## config.mk

```make
export PLATFORM = sky130hd
export DESIGN_NAME = shared_buffer_multi_queue
export DESIGN_NICKNAME = d
export VERILOG_FILES = /design/src/rtl/core/sbmq_pkg.sv /design/src/rtl/core/sbmq_front.sv /design/src/rtl/core/sbmq_back.sv /design/src/rtl/core/shared_buffer_multi_queue.sv
export SDC_FILE = /design/constraint.sdc
export NUM_CORES = 1
export LEC_CHECK = 0
export BUFFER_PORTS_ARGS = -buffer_cell sky130_fd_sc_hd__buf_2
export CORE_MARGIN = 4
export CORE_UTILIZATION = 65
export DETAILED_ROUTE_END_ITERATION = 10
export HOLD_SLACK_MARGIN = 0.15
export PLACE_DENSITY = 0.91
export REMOVE_ABC_BUFFERS = 1
export SETUP_SLACK_MARGIN = 0.5
export SLEW_MARGIN = 0
export SYNTH_ARGS = -nofsm -noshare
export SYNTH_HDL_FRONTEND = slang
export SYNTH_SLANG_ARGS = --single-unit
```

## constraint.sdc

```tcl
create_clock -name clk -period 10.3 [get_ports clk]
set_input_delay 0.515 -clock clk [delete_from_list [all_inputs] [get_ports clk]]
set_output_delay 0.515 -clock clk [all_outputs]
set_load 0.1 [all_outputs]
```

## src/rtl/core/sbmq_pkg.sv

```systemverilog
// ============================================================================
// Shared buffer multi-queue package
// Sizes, codes and structures shared by the front end, the back end and
// the top level of the shared buffer multi-queue.
// ============================================================================
package sbmq_pkg;

  // Store and queue sizes.
  localparam int CAPACITY   = 8;
  localparam int NUM_QUEUES = 4;

  // Slot index and queue index widths.
  localparam int SW = (CAPACITY > 2) ? $clog2(CAPACITY) : 1;
  localparam int QW = (NUM_QUEUES > 1) ? $clog2(NUM_QUEUES) : 1;

  // Fixed field widths of the stream channels.
  localparam int KIND_W  = 2;
  localparam int QID_W   = 2;
  localparam int VALUE_W = 32;
  localparam int STAT_W  = 2;

  // Depth of the command queue between front and back end.
  localparam int CMD_DEPTH = 2;
  localparam int CPW       = (CMD_DEPTH > 2) ? $clog2(CMD_DEPTH) : 1;
  localparam int CCW       = $clog2(CMD_DEPTH + 1);

  // Request kinds as they arrive on the input channel.
  typedef enum logic [KIND_W-1:0] {
    KIND_PUSH = 2'd0,
    KIND_POP  = 2'd1,
    KIND_PEEK = 2'd2
  } kind_t;

  // Result status codes.
  typedef enum logic [STAT_W-1:0] {
    ST_DONE  = 2'd0,
    ST_FULL  = 2'd1,
    ST_EMPTY = 2'd2
  } status_t;

  // Classified command handed from the front end to the back end.
  typedef enum logic [2:0] {
    CMD_PUSH,
    CMD_POP,
    CMD_PEEK,
    CMD_DONE,
    CMD_FULL,
    CMD_EMPTY
  } cmd_op_t;

  typedef struct packed {
    cmd_op_t              op;
    logic [QW-1:0]        q;
    logic [VALUE_W-1:0]   value;
  } cmd_t;

  // Slot pointer with a valid bit; a cleared valid bit is a null pointer.
  typedef struct packed {
    logic          vld;
    logic [SW-1:0] idx;
  } ptr_t;

endpackage

```

## src/rtl/core/sbmq_front.sv

```systemverilog
// ============================================================================
// Shared buffer multi-queue front end
// Accepts requests, classifies them into commands and holds them in a
// short command queue for the back end.
// ============================================================================
module sbmq_front (
  input  logic                         clk,
  input  logic                         rst_n,
  input  logic                         in_tvalid,
  output logic                         in_tready,
  input  logic [sbmq_pkg::VALUE_W-1:0] in_tdata,
  input  logic [3:0]                   in_tuser,
  output logic                         cmd_vld,
  output sbmq_pkg::cmd_t               cmd,
  input  logic                         cmd_take
);
  import sbmq_pkg::*;

  cmd_t             cls_cmd;
  logic             q_ok;
  logic             wr_en;
  cmd_t             fifo_r [CMD_DEPTH];
  logic [CPW-1:0]   wr_ptr_r;
  logic [CPW-1:0]   wr_ptr_nxt;
  logic [CPW-1:0]   rd_ptr_r;
  logic [CPW-1:0]   rd_ptr_nxt;
  logic [CCW-1:0]   cnt_r;
  logic [CCW-1:0]   cnt_nxt;

  // Queue ids beyond the configured count are turned away here.
  assign q_ok = (32'(in_tuser[3:2]) < NUM_QUEUES);

  always_comb begin
    cls_cmd.q     = QW'(in_tuser[3:2]);
    cls_cmd.value = in_tdata;
    case (kind_t'(in_tuser[1:0]))
      KIND_PUSH: cls_cmd.op = q_ok ? CMD_PUSH : CMD_FULL;
      KIND_POP:  cls_cmd.op = q_ok ? CMD_POP  : CMD_EMPTY;
      KIND_PEEK: cls_cmd.op = q_ok ? CMD_PEEK : CMD_EMPTY;
      default:   cls_cmd.op = CMD_DONE;
    endcase
  end

  assign in_tready = (cnt_r != CCW'(CMD_DEPTH));
  assign wr_en     = in_tvalid && in_tready;
  assign cmd_vld   = (cnt_r != '0);
  assign cmd       = fifo_r[rd_ptr_r];

  always_comb begin
    wr_ptr_nxt = wr_ptr_r;
    rd_ptr_nxt = rd_ptr_r;
    cnt_nxt    = cnt_r;
    if (wr_en) begin
      wr_ptr_nxt = (wr_ptr_r == CPW'(CMD_DEPTH - 1)) ? '0 : wr_ptr_r + 1'b1;
    end
    if (cmd_take) begin
      rd_ptr_nxt = (rd_ptr_r == CPW'(CMD_DEPTH - 1)) ? '0 : rd_ptr_r + 1'b1;
    end
    if (wr_en && !cmd_take) begin
      cnt_nxt = cnt_r + 1'b1;
    end else if (!wr_en && cmd_take) begin
      cnt_nxt = cnt_r - 1'b1;
    end
  end

  always_ff @(posedge clk) begin
    if (!rst_n) begin
      wr_ptr_r <= '0;
      rd_ptr_r <= '0;
      cnt_r    <= '0;
    end else begin
      wr_ptr_r <= wr_ptr_nxt;
      rd_ptr_r <= rd_ptr_nxt;
      cnt_r    <= cnt_nxt;
    end
  end

  always_ff @(posedge clk) begin
    if (wr_en) begin
      fifo_r[wr_ptr_r] <= cls_cmd;
    end
  end

endmodule

```

## src/rtl/core/sbmq_back.sv

```systemverilog
// ============================================================================
// Shared buffer multi-queue back end
// Executes commands against the list pointers and the shared data store,
// and drives the result register.
// ============================================================================
module sbmq_back (
  input  logic                         clk,
  input  logic                         rst_n,
  input  logic                         cmd_vld,
  input  sbmq_pkg::cmd_t               cmd,
  output logic                         cmd_take,
  output logic                         out_tvalid,
  input  logic                         out_tready,
  output logic [sbmq_pkg::VALUE_W-1:0] out_tdata,
  output logic [sbmq_pkg::STAT_W-1:0]  out_tuser
);
  import sbmq_pkg::*;

  ptr_t               free_r;
  ptr_t               free_nxt;
  ptr_t               head_r [NUM_QUEUES];
  ptr_t               head_nxt [NUM_QUEUES];
  ptr_t               tail_r [NUM_QUEUES];
  ptr_t               tail_nxt [NUM_QUEUES];
  ptr_t               link_r [CAPACITY];
  ptr_t               link_nxt [CAPACITY];
  logic [VALUE_W-1:0] slot_data_mem [CAPACITY];
  logic [VALUE_W-1:0] rd_data_r;

  logic               issue;
  logic               wr_en;
  logic               rd_en;
  logic [SW-1:0]      wr_idx;
  logic [SW-1:0]      rd_idx;
  status_t            st;

  logic               p_vld_r;
  status_t            p_status_r;
  logic               p_rd_r;
  logic               out_vld_r;
  status_t            out_status_r;
  logic [VALUE_W-1:0] out_data_r;

  // A command issues when the read stage is free and the result register
  // is empty or is handing its result to the output.
  assign issue    = cmd_vld && !p_vld_r && (!out_vld_r || out_tready);
  assign cmd_take = issue;
  assign rd_idx   = head_r[cmd.q].idx;
  assign wr_idx   = free_r.idx;

  always_comb begin
    free_nxt = free_r;
    head_nxt = head_r;
    tail_nxt = tail_r;
    link_nxt = link_r;
    wr_en    = 1'b0;
    rd_en    = 1'b0;
    st       = ST_DONE;
    if (issue) begin
      case (cmd.op)
        CMD_PUSH: begin
          if (!free_r.vld) begin
            st = ST_FULL;
          end else begin
            wr_en    = 1'b1;
            free_nxt = link_r[free_r.idx];
            if (!head_r[cmd.q].vld) begin
              head_nxt[cmd.q] = '{vld: 1'b1, idx: free_r.idx};
            end else if (tail_r[cmd.q].vld) begin
              link_nxt[tail_r[cmd.q].idx] = '{vld: 1'b1, idx: free_r.idx};
            end
            link_nxt[free_r.idx] = '{vld: 1'b0, idx: '0};
            tail_nxt[cmd.q]      = '{vld: 1'b1, idx: free_r.idx};
          end
        end
        CMD_POP: begin
          if (!head_r[cmd.q].vld) begin
            st = ST_EMPTY;
          end else begin
            rd_en            = 1'b1;
            head_nxt[cmd.q]  = link_r[rd_idx];
            link_nxt[rd_idx] = free_r;
            free_nxt         = '{vld: 1'b1, idx: rd_idx};
          end
        end
        CMD_PEEK: begin
          if (!head_r[cmd.q].vld) begin
            st = ST_EMPTY;
          end else begin
            rd_en = 1'b1;
          end
        end
        CMD_FULL:  st = ST_FULL;
        CMD_EMPTY: st = ST_EMPTY;
        default:   st = ST_DONE;
      endcase
    end
  end

  always_ff @(posedge clk) begin
    if (!rst_n) begin
      free_r <= '{vld: 1'b1, idx: '0};
      for (int i = 0; i < NUM_QUEUES; i++) begin
        head_r[i] <= '{vld: 1'b0, idx: '0};
        tail_r[i] <= '{vld: 1'b0, idx: '0};
      end
      for (int i = 0; i < CAPACITY; i++) begin
        link_r[i] <= '{vld: ((i + 1) < CAPACITY), idx: SW'(i + 1)};
      end
    end else begin
      free_r <= free_nxt;
      head_r <= head_nxt;
      tail_r <= tail_nxt;
      link_r <= link_nxt;
    end
  end

  // Shared data store with a registered read port.
  always_ff @(posedge clk) begin
    if (wr_en) begin
      slot_data_mem[wr_idx] <= cmd.value;
    end
    if (rd_en) begin
      rd_data_r <= slot_data_mem[rd_idx];
    end
  end

  // Read stage and result register.
  always_ff @(posedge clk) begin
    if (!rst_n) begin
      p_vld_r   <= 1'b0;
      out_vld_r <= 1'b0;
    end else begin
      p_vld_r <= issue;
      if (p_vld_r) begin
        out_vld_r <= 1'b1;
      end else if (out_tready) begin
        out_vld_r <= 1'b0;
      end
    end
  end

  always_ff @(posedge clk) begin
    if (issue) begin
      p_status_r <= st;
      p_rd_r     <= rd_en;
    end
    if (p_vld_r) begin
      out_status_r <= p_status_r;
      out_data_r   <= p_rd_r ? rd_data_r : '0;
    end
  end

  assign out_tvalid = out_vld_r;
  assign out_tdata  = out_data_r;
  assign out_tuser  = out_status_r;

endmodule

```

## src/rtl/core/shared_buffer_multi_queue.sv

```systemverilog
// ============================================================================
// Shared buffer multi-queue
// Several FIFO queues kept as linked lists in one shared slot store, with
// unused slots on a free list. Requests push, pop or peek one queue.
// ============================================================================
//
// Channel  Direction  Transfer moves
// in_      slave      one request: kind, queue id and push value
// out_     master     one result: status and popped or peeked value
//
// Each request first updates the list pointers and addresses the data store;
// the store's registered read then lands in the result register. A new
// request does not issue while the previous one is still in the read stage.
// The link list is loaded by reset, with no clearing pass.
// A stalled result stops request transfers only once the command queue fills:
// up to two requests wait there while the result register holds.
module shared_buffer_multi_queue (
  input  logic                         clk,
  input  logic                         rst_n,
  input  logic                         in_tvalid,
  output logic                         in_tready,
  // in_tdata: [31:0] value
  input  logic [sbmq_pkg::VALUE_W-1:0] in_tdata,
  // in_tuser: [1:0] kind, [3:2] queue_id
  input  logic [3:0]                   in_tuser,
  output logic                         out_tvalid,
  input  logic                         out_tready,
  // out_tdata: [31:0] data
  output logic [sbmq_pkg::VALUE_W-1:0] out_tdata,
  // out_tuser: [1:0] status
  output logic [sbmq_pkg::STAT_W-1:0]  out_tuser
);
  import sbmq_pkg::*;

  logic cmd_vld;
  cmd_t cmd;
  logic cmd_take;

  // The front end classifies each request, including unused kinds and
  // out of range queue ids, so the back end only sees clean commands.
  sbmq_front u_front (
    .clk       (clk),
    .rst_n     (rst_n),
    .in_tvalid (in_tvalid),
    .in_tready (in_tready),
    .in_tdata  (in_tdata),
    .in_tuser  (in_tuser),
    .cmd_vld   (cmd_vld),
    .cmd       (cmd),
    .cmd_take  (cmd_take)
  );

  // The back end owns all list pointers and the data store.
  sbmq_back u_back (
    .clk        (clk),
    .rst_n      (rst_n),
    .cmd_vld    (cmd_vld),
    .cmd        (cmd),
    .cmd_take   (cmd_take),
    .out_tvalid (out_tvalid),
    .out_tready (out_tready),
    .out_tdata  (out_tdata),
    .out_tuser  (out_tuser)
  );

endmodule

```

Word-level counts from Yosys, hierarchy flattened

Memory sizes are Yosys's and may differ from the RTL's. A register that Yosys moved wholly into a read port is not among the register bits.
Cells that the tools add are included.
Widths: inputs -> output; s select.

Memories: 2
Flip-flop bits (word level): 111
Input bits: 40
RAM bits: 328

Eq/ne operators: 10
Multiplexer cells: 62
Reduce and logical (&&, ||, !) cells: 25
Order comparisons: 8
Bitwise logic cells: 6
Add/sub/neg operators: 4

Memories:

| name                 | words | bits a word | read ports | clocked after Yosys merged registers in | write ports | RTL line         | RTL |
|---|---|---|---|---|---|---|---|
| u_back.slot_data_mem | 8     | 32          | 1          | 1                                       | 1           | sbmq_back.sv:27  | `logic [VALUE_W-1:0] slot_data_mem [CAPACITY];` |
| u_front.fifo_r       | 2     | 36          | 1          | 1                                       | 1           | sbmq_front.sv:22 | `cmd_t fifo_r [CMD_DEPTH];` |

Operators with widths:

| kind               | number |
|---|---|
| $mux 32            | 7 |
| $bwmux 32          | 2 |
| $pmux 32 s2        | 1 |
| $mux 4             | 14 |
| $bwmux 16          | 3 |
| $mux 16            | 3 |
| $demux 4 s3        | 3 |
| $and 32x32->32     | 1 |
| $not 32->32        | 1 |
| $pmux 16 s2        | 1 |
| $bmux 4 s3         | 2 |
| $mux 1             | 17 |
| $bmux 4 s2         | 2 |
| $ge 4x4->1 const B | 3 |
| $lt 4x1->1 const B | 3 |
| $not 3->4          | 3 |
| $logic_and 1x1->1  | 9 |
| $demux 4 s2        | 1 |
| $pmux 2 s4         | 1 |
| $pmux 4 s2         | 1 |
| $reduce_bool 2->1  | 4 |
| $eq 3x3->1 const B | 2 |
| $mux 2             | 3 |
| $pmux 2 s3         | 1 |
| 20 further kinds   | 27 |

Logic depth before layout (Yosys ltp)

Gate-level depths: netlist of the first run.

Word-level depth: 18
Gate-level depth with buffers: 12

By module

Synthesis of the first run repeated with hierarchy kept, for this count alone.

Cell total of the unflattened synthesis: 1203
Area, all modules: 18630.4 µm²

By module, submodules not included:

| module     | cells an instance | seq. area each (µm²) | area an instance (µm²) | times used |
|---|---|---|---|---|
| sbmq_back  | 1063              | 11160.7              | 15775.1                | 1 |
| sbmq_front | 140               | 2262.2               | 2855.2                 | 1 |

Worst setup path before layout of the first run

OpenSTA, ideal clock, no wires.

Kind: flip-flop to flip-flop
Start point: register u_back.out_vld_r, in the netlist u_back.out_tvalid
End point: memory u_back.slot_data_mem[5][0], enable pin
Period minus slack after synthesis: 4.346 ns
Data required time: 9.839 ns
Path slack: 5.954 ns
Library setup time: 0.461 ns
Cell stages (with the launch flop): 7
Arrival: 3.885 ns
Path through: dfxtp_1 -> nor2b_1 -> nor2_1 -> o21ai_1 -> inv_1 -> nand3_1 -> nor3_1

Longest elaborated chain between the ends: 6

Ends and longest elaborated chain:

| element                      | RTL line                        | RTL |
|---|---|---|
| start: declaration           | sbmq_back.sv:40                 | `logic out_vld_r;` |
| start signal: assignment     | sbmq_back.sv:132                | `out_vld_r <= 1'b0;` |
| start signal: assignment     | sbmq_back.sv:136                | `out_vld_r <= 1'b1;` |
| start signal: assignment     | sbmq_back.sv:138                | `out_vld_r <= 1'b0;` |
| $logic_not 1->1              | sbmq_back.sv:46                 | `assign issue = cmd_vld && !p_vld_r && (!out_vld_r \|\| out_tready);` |
| $logic_or 1x1->1             | sbmq_back.sv:46                 |  |
| $logic_and 1x1->1            | sbmq_back.sv:46                 |  |
| via cmd_take                 | shared_buffer_multi_queue.sv:37 | `logic cmd_take;` |
| $mux 1                       | sbmq_back.sv:59                 | `if (issue) begin` |
| $mux 1                       | sbmq_back.sv:120                | `if (wr_en) begin` |
| $mux 1 (implied by the code) | sbmq_back.sv:121                | `slot_data_mem[wr_idx] <= cmd.value;` |
| end: declaration             | sbmq_back.sv:27                 |  |

The timed path passes the listed nets, and every way through them passes these cells.

==> flow_summary.ini, run 1 <==
[clock_tree]
post_cts_resized = 0
cts_tree = built
clock_sinks = 472
cts.clk_slew.worst_paths_ps = 70
h-tree-depth = 2
numCtsBuffers = 45
clock-root-buffer = clkbuf_16
clockBufferDepth = 3
post_cts_buffers = 0
clk_latency_ps = 580

[die]
start_util = 0.6588
rows = 61
die_x_um = 175.8
fp.dieH_um = 175.8
ios = 76
dieArea_sq_mm = 0.03091
core_sq_mm = 0.02778

[timing]
rsz0062_at_grt = false
finClkSkew_ps = 32.59
timing_hold_violations_final = 0
drv_slew = 0
min_period_ps = 4066
setup_viol = 0
fin_hold_ws_ps = 166.5
setup_slack_ps = 6234
max-slew-margin-rel = 0.1959
tightest_slew_ps = 1206
fin_crit_sh = 0.3947
fin_tns_setup_ps = 0
fmax_ghz = 0.2460

[finish]
drive_above_1_share = 0.1845
final_util = 0.7557
area_growth_pct = 14.71
fin_nets = 1341
diodes = 0

[worst_setup_path]
timing.reg2reg.worst_path_depth = 8
required_ps = 10580
worstPathArrival_ps = 4340
critPathMaxFanout = 38
critPathCaptureType = register
critPathMaxStageDelay_ps = 1080
start_kind = register
cp_cell_sequence = mux2_2, mux2i_1, mux2i_2, nor3_4, buf_4, a22o_1, a221oi_1, nand3_1
slowest_stage = dfxtp_2
path_class = register to register

[global_route]
overflow = 0
antenna_found_initial = 1
grt_pass1_vias = 12060
grtUsageMet2 = 0.5329
grt_pass1_wl_um = 73450
grt_use_total = 0.3151
grt_busiest_layer = met2
grt_use_met3 = 0.06091
grt_max_degree = 53
use_met1 = 0.3966

[logic_synthesis]
synth_common_cells = 397 x edfxtp_1, 108 x a22oi_1, 75 x dfxtp_1, 52 x nor2_1, 47 x clkbuf_1
synth-async-reset-ratio = 0
synth_edf_count = 397
synth_area_per_cell_sq_um = 15.48
synth_area_leader_cell = edfxtp_1
seq_area_frac_synth = 0.7334
synthFlopType = edfxtp_1
synthTopCellsByArea = edfxtp_1 65%, dfxtp_1 8.2%, a22oi_1 4.4%
synth_top_area_share = 0.6514
post-synth-top-count-cell = edfxtp_1
syn-cell-area_sq_mm = 0.01830
ys_types = 60
syn_inst = 1182
synth_seq_cells = 472
yosysWarnings = 0

[hold_path]
worstHoldStart = in_tdata[6]
hold_path_class = input port to register
min_path_cells = 1

[detailed_routing]
drt-total-wl_um = 48540
viasPerCell = 6.990
first_pass_iters = 6
ant_nets = 0
drt-wirelength-per-cell_um = 28.37
vias = 11960
drtIter0Drc = 1892
drcViolationCount = 0

[placement]
pre_cts_slack_ps = 6286
gp_congestion = 0.9834
dp_hpwl_um = 24880
port_buffers = 75

[job]
max_cap_violations = 0

[pwr]
p_leak_uw = 0.007011
cellPowerDensity_mw_per_mm2 = 255.4
vdd_drop_max_v = 0.0001904
total_power_uw = 5361

[run_status]
status = completed
==> report_power, final <==
group / total (uW) / switching [uW] / internal [uW] / leakage [uW]
Clock: 1720 / 737 / 988 / 0.000752
Sequential: 2470 / 101 / 2370 / 0.00422
Combinational: 1160 / 861 / 302 / 0.00204
==> critical path, delay by kind of cell (launching register included) <==
family,cells,cell delay (ps)
mux,3,1600
flops,1,1080
compound gates,2,490
buf+inv,1,310
simple gates,2,260
==> cells in the final DEF (no fill, tap or decap), drive strengths merged, types with 23 or more instances in the layout <==
master	instances
nor3	32
a21oi	34
mux2	41
clkbuf	50
o21ai	32
dfxtp	75
a22oi	108
nand3	34
dlygate4sd3	33
edfxtp	397
clkinv	23
and2	40
inv	26
buf	102
mux2i	49
nand2	32
nor2	52
==> flip-flops by register name, summed over array words and instances, names as in the netlist, named ones only <==
name                  count
u_back.head_r            16
u_back.rd_data_r         32
u_front.cnt_r             2
u_front.fifo_r           72
u_back.slot_data_mem    256
u_front.rd_ptr_r          1
u_back.p_vld_r            1
u_back.out_tuser          2
u_back.out_tvalid         1
u_back.tail_r            16
u_front.wr_ptr_r          1
u_back.out_tdata         32
u_back.free_r             1
u_back.p_rd_r             1
u_back.p_status_r         2
u_back.wr_idx             3
u_back.link_r            32
==> final timing paths <==
path	slack, ps	end
max reg2reg	6230	u_back.rd_data_r[29]
max	6230	u_back.rd_data_r[29]
min	170	u_front.fifo_r[0][6]
min reg2reg	450	u_back.tail_r[15]
==> repair_timing <==
action / 4_1_cts / 5_1_grt
setup endpoints to repair: 0 / 0
hold buffers: 31 / 2
hold endpoints to repair: 62 / 3
==> cell families after synthesis <==
group                    Yosys count  share of synthesized area
AO/OA/AOI/OAI                    281                     0.1110
flip-flops                       472                     0.7334
XOR/XNOR                           4                   0.001914
AND/OR/NAND/NOR                  236                    0.06939
adder cells (fa/ha/maj)            4                   0.002735
buffers and inverters             90                    0.02140
multiplexers                      95                    0.06016
==> metrics by stage <==
step,instance area [sq um],std cells
2_1_floorplan,18000,1115
3_3_place_gp,19130,1595
3_5_place_dp,19130,1595
4_1_cts,20980,1709
5_1_grt,21000,1711
6_report,21000,1711
==> layout make-up <==
| type | count | area, sq um |
|---|---|---|
| clock buffer | 50 | 1145 |
| clock inverter | 33 | 387.9 |
| fill | 1470 | 6787 |
| inverter | 23 | 86.33 |
| multi-input combinational | 620 | 4569 |
| sequential | 472 | 13430 |
| tap | 378 | 473.0 |
| timing repair buffer | 135 | 908.4 |
==> per-layer routing <==
metal / routed length [um] / vias up
met5: 13 / -
met4: 2304 / 2
met3: 5398 / 199
met2: 24270 / 1021
met1: 16550 / 5809
li1: - / 4929
(Power assumes the default switching activity.)
==> inputs of run 2 (changes only) <==
CORE_UTILIZATION = 61   (was 65)
PLACE_DENSITY = 0.87   (was 0.91)
clock period = 3.8 ns   (was 10.3 ns; I/O delays follow)
==> run 2 against run 1 <==
Against the previous run: flip-flop and latch count unchanged; register-to-register slack worse by 5600 ps; count of clock-buffer cells in the layout fell by 2; cell count increased by 2.0%; core utilization decreased by 3.9 points; via count decreased by 1.2%.
==> flow_summary.ini, run 2 (same netlist as run 1, synthesis figures left out) <==
[run_status]
status = completed

[finish]
regMostFlops = u_back.slot_data_mem
drive_above_1_share = 0.1954
area_growth_pct = 16.09
largest_register_ffs = 256
fin_area_sq_mm = 0.02125
fin_nets = 1365
final_cell_mix = 397 x edfxtp_1, 108 x a22oi_1, 75 x buf_2, 73 x dfxtp_1, 47 x nor2_1
mostFrequentLayoutCell = edfxtp_1
diodes = 0
largestRegisters = u_back.slot_data_mem (256), u_front.fifo_r (72)

[placement]
gp_congestion = 0.9965
dpl-instance-area_sq_mm = 0.01927
dp_hpwl_um = 24930
port_buffers = 75
pre_cts_slack_ps = 668.7

[clock_tree]
cts_tree = built
clk_latency_ps = 570
cts.clk_slew.worst_paths_ps = 70
clock-root-buffer = clkbuf_16
post_cts_resized = 0
clockBufferDepth = 3
clock_sinks = 472
h-tree-depth = 2
numCtsBuffers = 45

[die]
rows = 63
dieArea_sq_mm = 0.03284
start_util = 0.6175
fp.dieH_um = 181.2
die_x_um = 181.2
core_sq_mm = 0.02964
ios = 76

[detailed_routing]
vias = 11810
drt-total-wl_um = 47310
wirelength_met1_um = 17070
ant_nets = 0
viasPerCell = 6.765
drcViolationCount = 0
drtIter0Drc = 1600
wl_met2_um = 23220
drt-wirelength-per-cell_um = 27.09
first_pass_iters = 6
top_layer = met4
met3_wirelength_um = 4887

[pwr]
combPwrFrac = 0.222
p_leak_uw = 0.007123
power_switching_share = 0.3161
p_int_uw = 9902
cellPowerDensity_mw_per_mm2 = 681.5
seq_power_share = 0.460
power_switching_uw = 4577
p_clk_frac = 0.318
vdd_drop_max_v = 0.0004851

[worst_setup_path]
start_kind = register
critPathMaxFanout = 35
critPathCaptureType = register
required_ps = 4080
crit_end = u_back.rd_data_r[29]
r2r_setup_slack_ps = 610
timing.reg2reg.worst_path_depth = 9
worstPathArrival_ps = 3470
path_class = register to register
timing.rr.end = u_back.rd_data_r[29]

[global_route]
antenna_found_initial = 0
grt_use_total = 0.2825
grt_pass1_wl_um = 71370
overflow = 0
grt_pass1_vias = 11980
grt_max_degree = 40

[timing]
setup_viol = 0
fin_crit_sh = 0.8402
max-slew-margin-rel = 0.1955
tightest_slew_ps = 1207
drv_slew = 0
min_period_ps = 3193
timing_hold_violations_final = 0
rsz0062_at_grt = false
fmax_ghz = 0.3132
finClkSkew_ps = 25.30
setup_slack_ps = 607.1

[hold_path]
hold_path_class = input port to register

[job]
max_cap_violations = 0
## run 2: per-layer routing
layer / GRT usage / vias to the layer above
li1: - / 4981
met1: 0.3652 / 5813
met2: 0.4713 / 861
met3: 0.05859 / 157
met4: 0.1171 / 0
met5: 0 / -
## run 2: layout make-up
type | instances | area (sq um)
repair buffers | 159 | 1154
clock buffers | 48 | 1137
clock inverters | 34 | 386.6
multi-input cells | 620 | 4569
flip-flops and latches | 472 | 13430
well taps | 390 | 488.0
fillers | 1752 | 8392
inverters | 23 | 86.33
## run 2: what timing repair did
action	CTS	global route
hold buffers	39	0
endpoints found under the setup margin	0	6
setup buffers	0	6
hold endpoints to repair	75	0
## run 2: per-stage QoR
step / utilization / power (uW) / instances / TNS, ps / hold WS (ps)
6_report: 0.7169 / 14480 / 1746 / 0 / 345.1
5_1_grt: 0.7169 / 14950 / 1746 / 0 / 337.4
4_1_cts: 0.7149 / 14390 / 1740 / 0 / 328.7
3_5_place_dp: 0.6503 / 9783 / 1619 / 0 / 381.1
3_3_place_gp: 0.6503 / 9669 / 1619 / 0 / 377.3
2_1_floorplan: - / 8857 / 1115 / -57820 / 266.2
## run 2: worst min-delay path by stage
stage               slack [ps]               endpoint         start  cells after the start
floorplan                  270      u_back.link_r[15]         rst_n                      1
global placement           380   u_front.fifo_r[0][0]   in_tdata[0]                      1
detailed placement         380  u_front.fifo_r[0][12]  in_tdata[12]                      1
CTS                        330   u_front.fifo_r[1][0]   in_tdata[0]                      2
global route               340   u_front.fifo_r[1][8]   in_tdata[8]                      2
finish                     350  u_front.fifo_r[0][10]  in_tdata[10]                      2
## run 2: power groups by stage
stage | combinational [uW] | sequential, uW | clock [uW]
2_1_floorplan | 1430 | 7430 | 0
3_3_place_gp | 2950 | 6710 | 0
3_5_place_dp | 3050 | 6730 | 0
4_1_cts | 3140 | 6640 | 4610
5_1_grt | 3390 | 6690 | 4870
6_report | 3210 | 6660 | 4600
## run 2: worst max-delay path, cell delays in order (launching register included)
cell and delay (ps):
dfxtp_2 470, mux2_2 520, mux2i_1 190, mux2i_2 270, buf_4 280, nor3_4 60
buf_4 320, a22o_1 270, a221oi_1 370, nand3_1 140
==> inputs of run 3 (changes only) <==
ABC_AREA = 1   (was not set)
CORE_UTILIZATION = 62   (was 61)
PLACE_DENSITY = 0.88   (was 0.87)
clock period = 3.2 ns   (was 3.8 ns; I/O delays follow)
==> run 3 against run 2 <==
Against the previous run: core utilization grew 1.3 points; sequential share of layout area shrank 5.1 points; maximum frequency rose by 19%; global-route usage rose by 1.8 points; critical path depth rose by 6; cell area rose by 8.7%; critical path type unchanged; largest cell class unchanged.
==> flow_summary.ini, run 3 <==
[timing]
fin_crit_sh = 0.8406
rsz0062_at_grt = true
setup_viol = 0
drv_slew = 0
fmax_ghz = 0.3718
timing_hold_violations_final = 0
max-slew-margin-rel = 0.4726
finClkSkew_ps = 27.49
min_period_ps = 2690
fin_hold_ws_ps = 165.0
tightest_slew_ps = 791.1

[logic_synthesis]
synth_seq_cells = 472
synth_common_cells = 733 x nand2_1, 397 x edfxtp_1, 141 x inv_1, 132 x nand3_1, 119 x nor2_1
yosysWarnings = 0
synth-async-reset-ratio = 0
ys_types = 34
post-synth-top-count-cell = nand2_1
syn_inst = 1935
synthTopCellsByArea = edfxtp_1 60%, nand2_1 14%, dfxtp_1 7.5%
seq_area_frac_synth = 0.6748
synthFlopType = edfxtp_1
synth_edf_count = 397
synth_top_area_share = 0.5994
syn-cell-area_sq_mm = 0.01989
synth_area_per_cell_sq_um = 10.28
synth_area_leader_cell = edfxtp_1

[global_route]
use_met1 = 0.3888
overflow = 0
antenna_found_initial = 0
grtUsageMet2 = 0.5109
grt_use_total = 0.3007
grt_busiest_layer = met2
grt_pass1_vias = 14780
grt_max_degree = 56
grt_pass1_wl_um = 81970
grt_use_met3 = 0.04741

[pwr]
power_switching_share = 0.3831
vdd_drop_max_v = 0.0007352
combPwrFrac = 0.331
cellPowerDensity_mw_per_mm2 = 887.2
seq_power_share = 0.410
p_int_uw = 12640
p_clk_frac = 0.258
p_leak_uw = 0.009541
power_switching_uw = 7852

[finish]
final_util = 0.7302
final_cell_mix = 733 x nand2_1, 397 x edfxtp_1, 140 x inv_1, 132 x nand3_1, 102 x nor2_1
drive_above_1_share = 0.1352
largest_register_ffs = 256
final_cells = 2525
fin_area_sq_mm = 0.02310
diodes = 0
largestRegisters = u_back.slot_data_mem (256), u_front.fifo_r (72)
regMostFlops = u_back.slot_data_mem
fin_nets = 2129
area_growth_pct = 16.14
mostFrequentLayoutCell = nand2_1

[die]
fp.dieH_um = 187.1
ios = 76
start_util = 0.6287
core_sq_mm = 0.03164
rows = 65
die_x_um = 187.1
dieArea_sq_mm = 0.03501

[placement]
port_buffers = 75
place_inst = 2380
gp_congestion = 1.004
dp_hpwl_um = 30120
dpl-instance-area_sq_mm = 0.02083

[worst_setup_path]
start_kind = register
timing.rr.end = u_back.rd_data_r[7]
worstPathArrival_ps = 3090
critPathMaxStageDelay_ps = 380
slowest_stage = dfxtp_4
path_class = register to register
critPathCaptureType = register
r2r_setup_slack_ps = 510
required_ps = 3600
critPathMaxFanout = 26
path_common_cell = nand2_1
timing.reg2reg.worst_path_depth = 15
cp_cell_sequence = inv_2, nand2_2, nand2_4, buf_4, nor2_4, nand2_1, nand2_1, nor2_4, nor2_4, nand2_2, inv_8, nand2_1, nand2_1, nor2_1, nand3b_1
crit_end = u_back.rd_data_r[7]

[clock_tree]
clock_sinks = 472
h-tree-depth = 2
cts.clk_slew.worst_paths_ps = 70
cts_tree = built
clock-root-buffer = clkbuf_16
clockBufferDepth = 3
clk_latency_ps = 570
numCtsBuffers = 46

[detailed_routing]
drcViolationCount = 0
viasPerCell = 6.013
drtIter0Drc = 2118
ant_nets = 0
drt-total-wl_um = 54490
vias = 15180
first_pass_iters = 8
drt-wirelength-per-cell_um = 21.58

[hold_path]
hold_path_class = input port to register

[job]
max_cap_violations = 0

[run_status]
status = completed
[run 3: cell types whose count changed in the layout (fill, tap and decap cells not counted), sizes merged, moves of 49 or more]
cell   change
a22oi     -91
inv      +123
mux2i     -49
nand2    +727
nand3    +105
nor2      +78
[run 3: cell families (layout without fill, tap and decap cells)]
kind of cell	after synthesis	count (layout)	share of synthesized area
buffers and inverters	227	414	0.04995
and+or+nand+nor	1073	1074	0.2284
DFF	472	472	0.6748
xor gates and xnor gates	1	1	0.0004404
AOI/OAI and AO/OA	158	158	0.04385
adders and majority gates	4	4	0.002516
[run 3: final cells by class]
class	count	area (sq um)
Clock inverter	29	212.7
Sequential cell	472	13430
Multi-Input combinational cell	1237	5655
Inverter	153	626.9
Clock buffer	57	1255
Timing Repair Buffer	175	1419
Fill cell	1964	8537
Tap cell	402	503.0
[run 3: worst max-delay path, delay by kind of cell (launching register included)]
family	cells	cell delay (ps)
AND/OR/NAND/NOR	12	1580
flip-flops	1	380
buffers and inverters	3	560
[run 3: power by group through the flow]
stage,combinational [uW],clock (uW),sequential [uW]
global route,7260,5590,8450
CTS,6420,5250,8370
global placement,6010,0,8450
detailed placement,6190,0,8480
finish,6790,5300,8410
floorplan,3190,0,9370
[run 3: timing repair]
item,in CTS,in global routing
hold buffers,37,0
setup endpoints to repair,236,198
pin swaps,5,4
cloned,2,1
gates resized for setup,19,44
endpoints found under the hold margin,73,0
buffers inserted,11,8
[run 3: worst min path at each step]
| stage | startpoint | end | slack [ps] | depth (start not counted) |
|---|---|---|---|---|
| final | in_tvalid | u_front.wr_ptr_r | 170 | 5 |
| after detailed placement | in_tdata[7] | u_front.fifo_r[0][7] | 350 | 1 |
| after global routing | in_tvalid | u_front.wr_ptr_r | 220 | 5 |
| after CTS | in_tvalid | u_front.wr_ptr_r | 170 | 5 |
| after global placement | in_tdata[9] | u_front.fifo_r[1][9] | 350 | 1 |
| after floorplan | rst_n | u_back.link_r[23] | 240 | 1 |
[run 3: through the flow]
step / power (uW) / TNS [ps] / setup slack (ps)
after floorplan: 12560 / -395110 / -1932
after global placement: 14460 / 0 / 306.4
after detailed placement: 14670 / 0 / 257.8
after CTS: 20050 / 0 / 520.1
after global routing: 21300 / 0 / 358.7
final: 20490 / 0 / 510.2
[run 3: per-layer routing]
metal  wire (um)  part of all wire  up-vias
met1       19640              0.36     7179
met2       27080              0.50     1073
met4        2096             0.038        0
met5           0                 0        -
met3        5670              0.10      187
li1            -                 -     6744
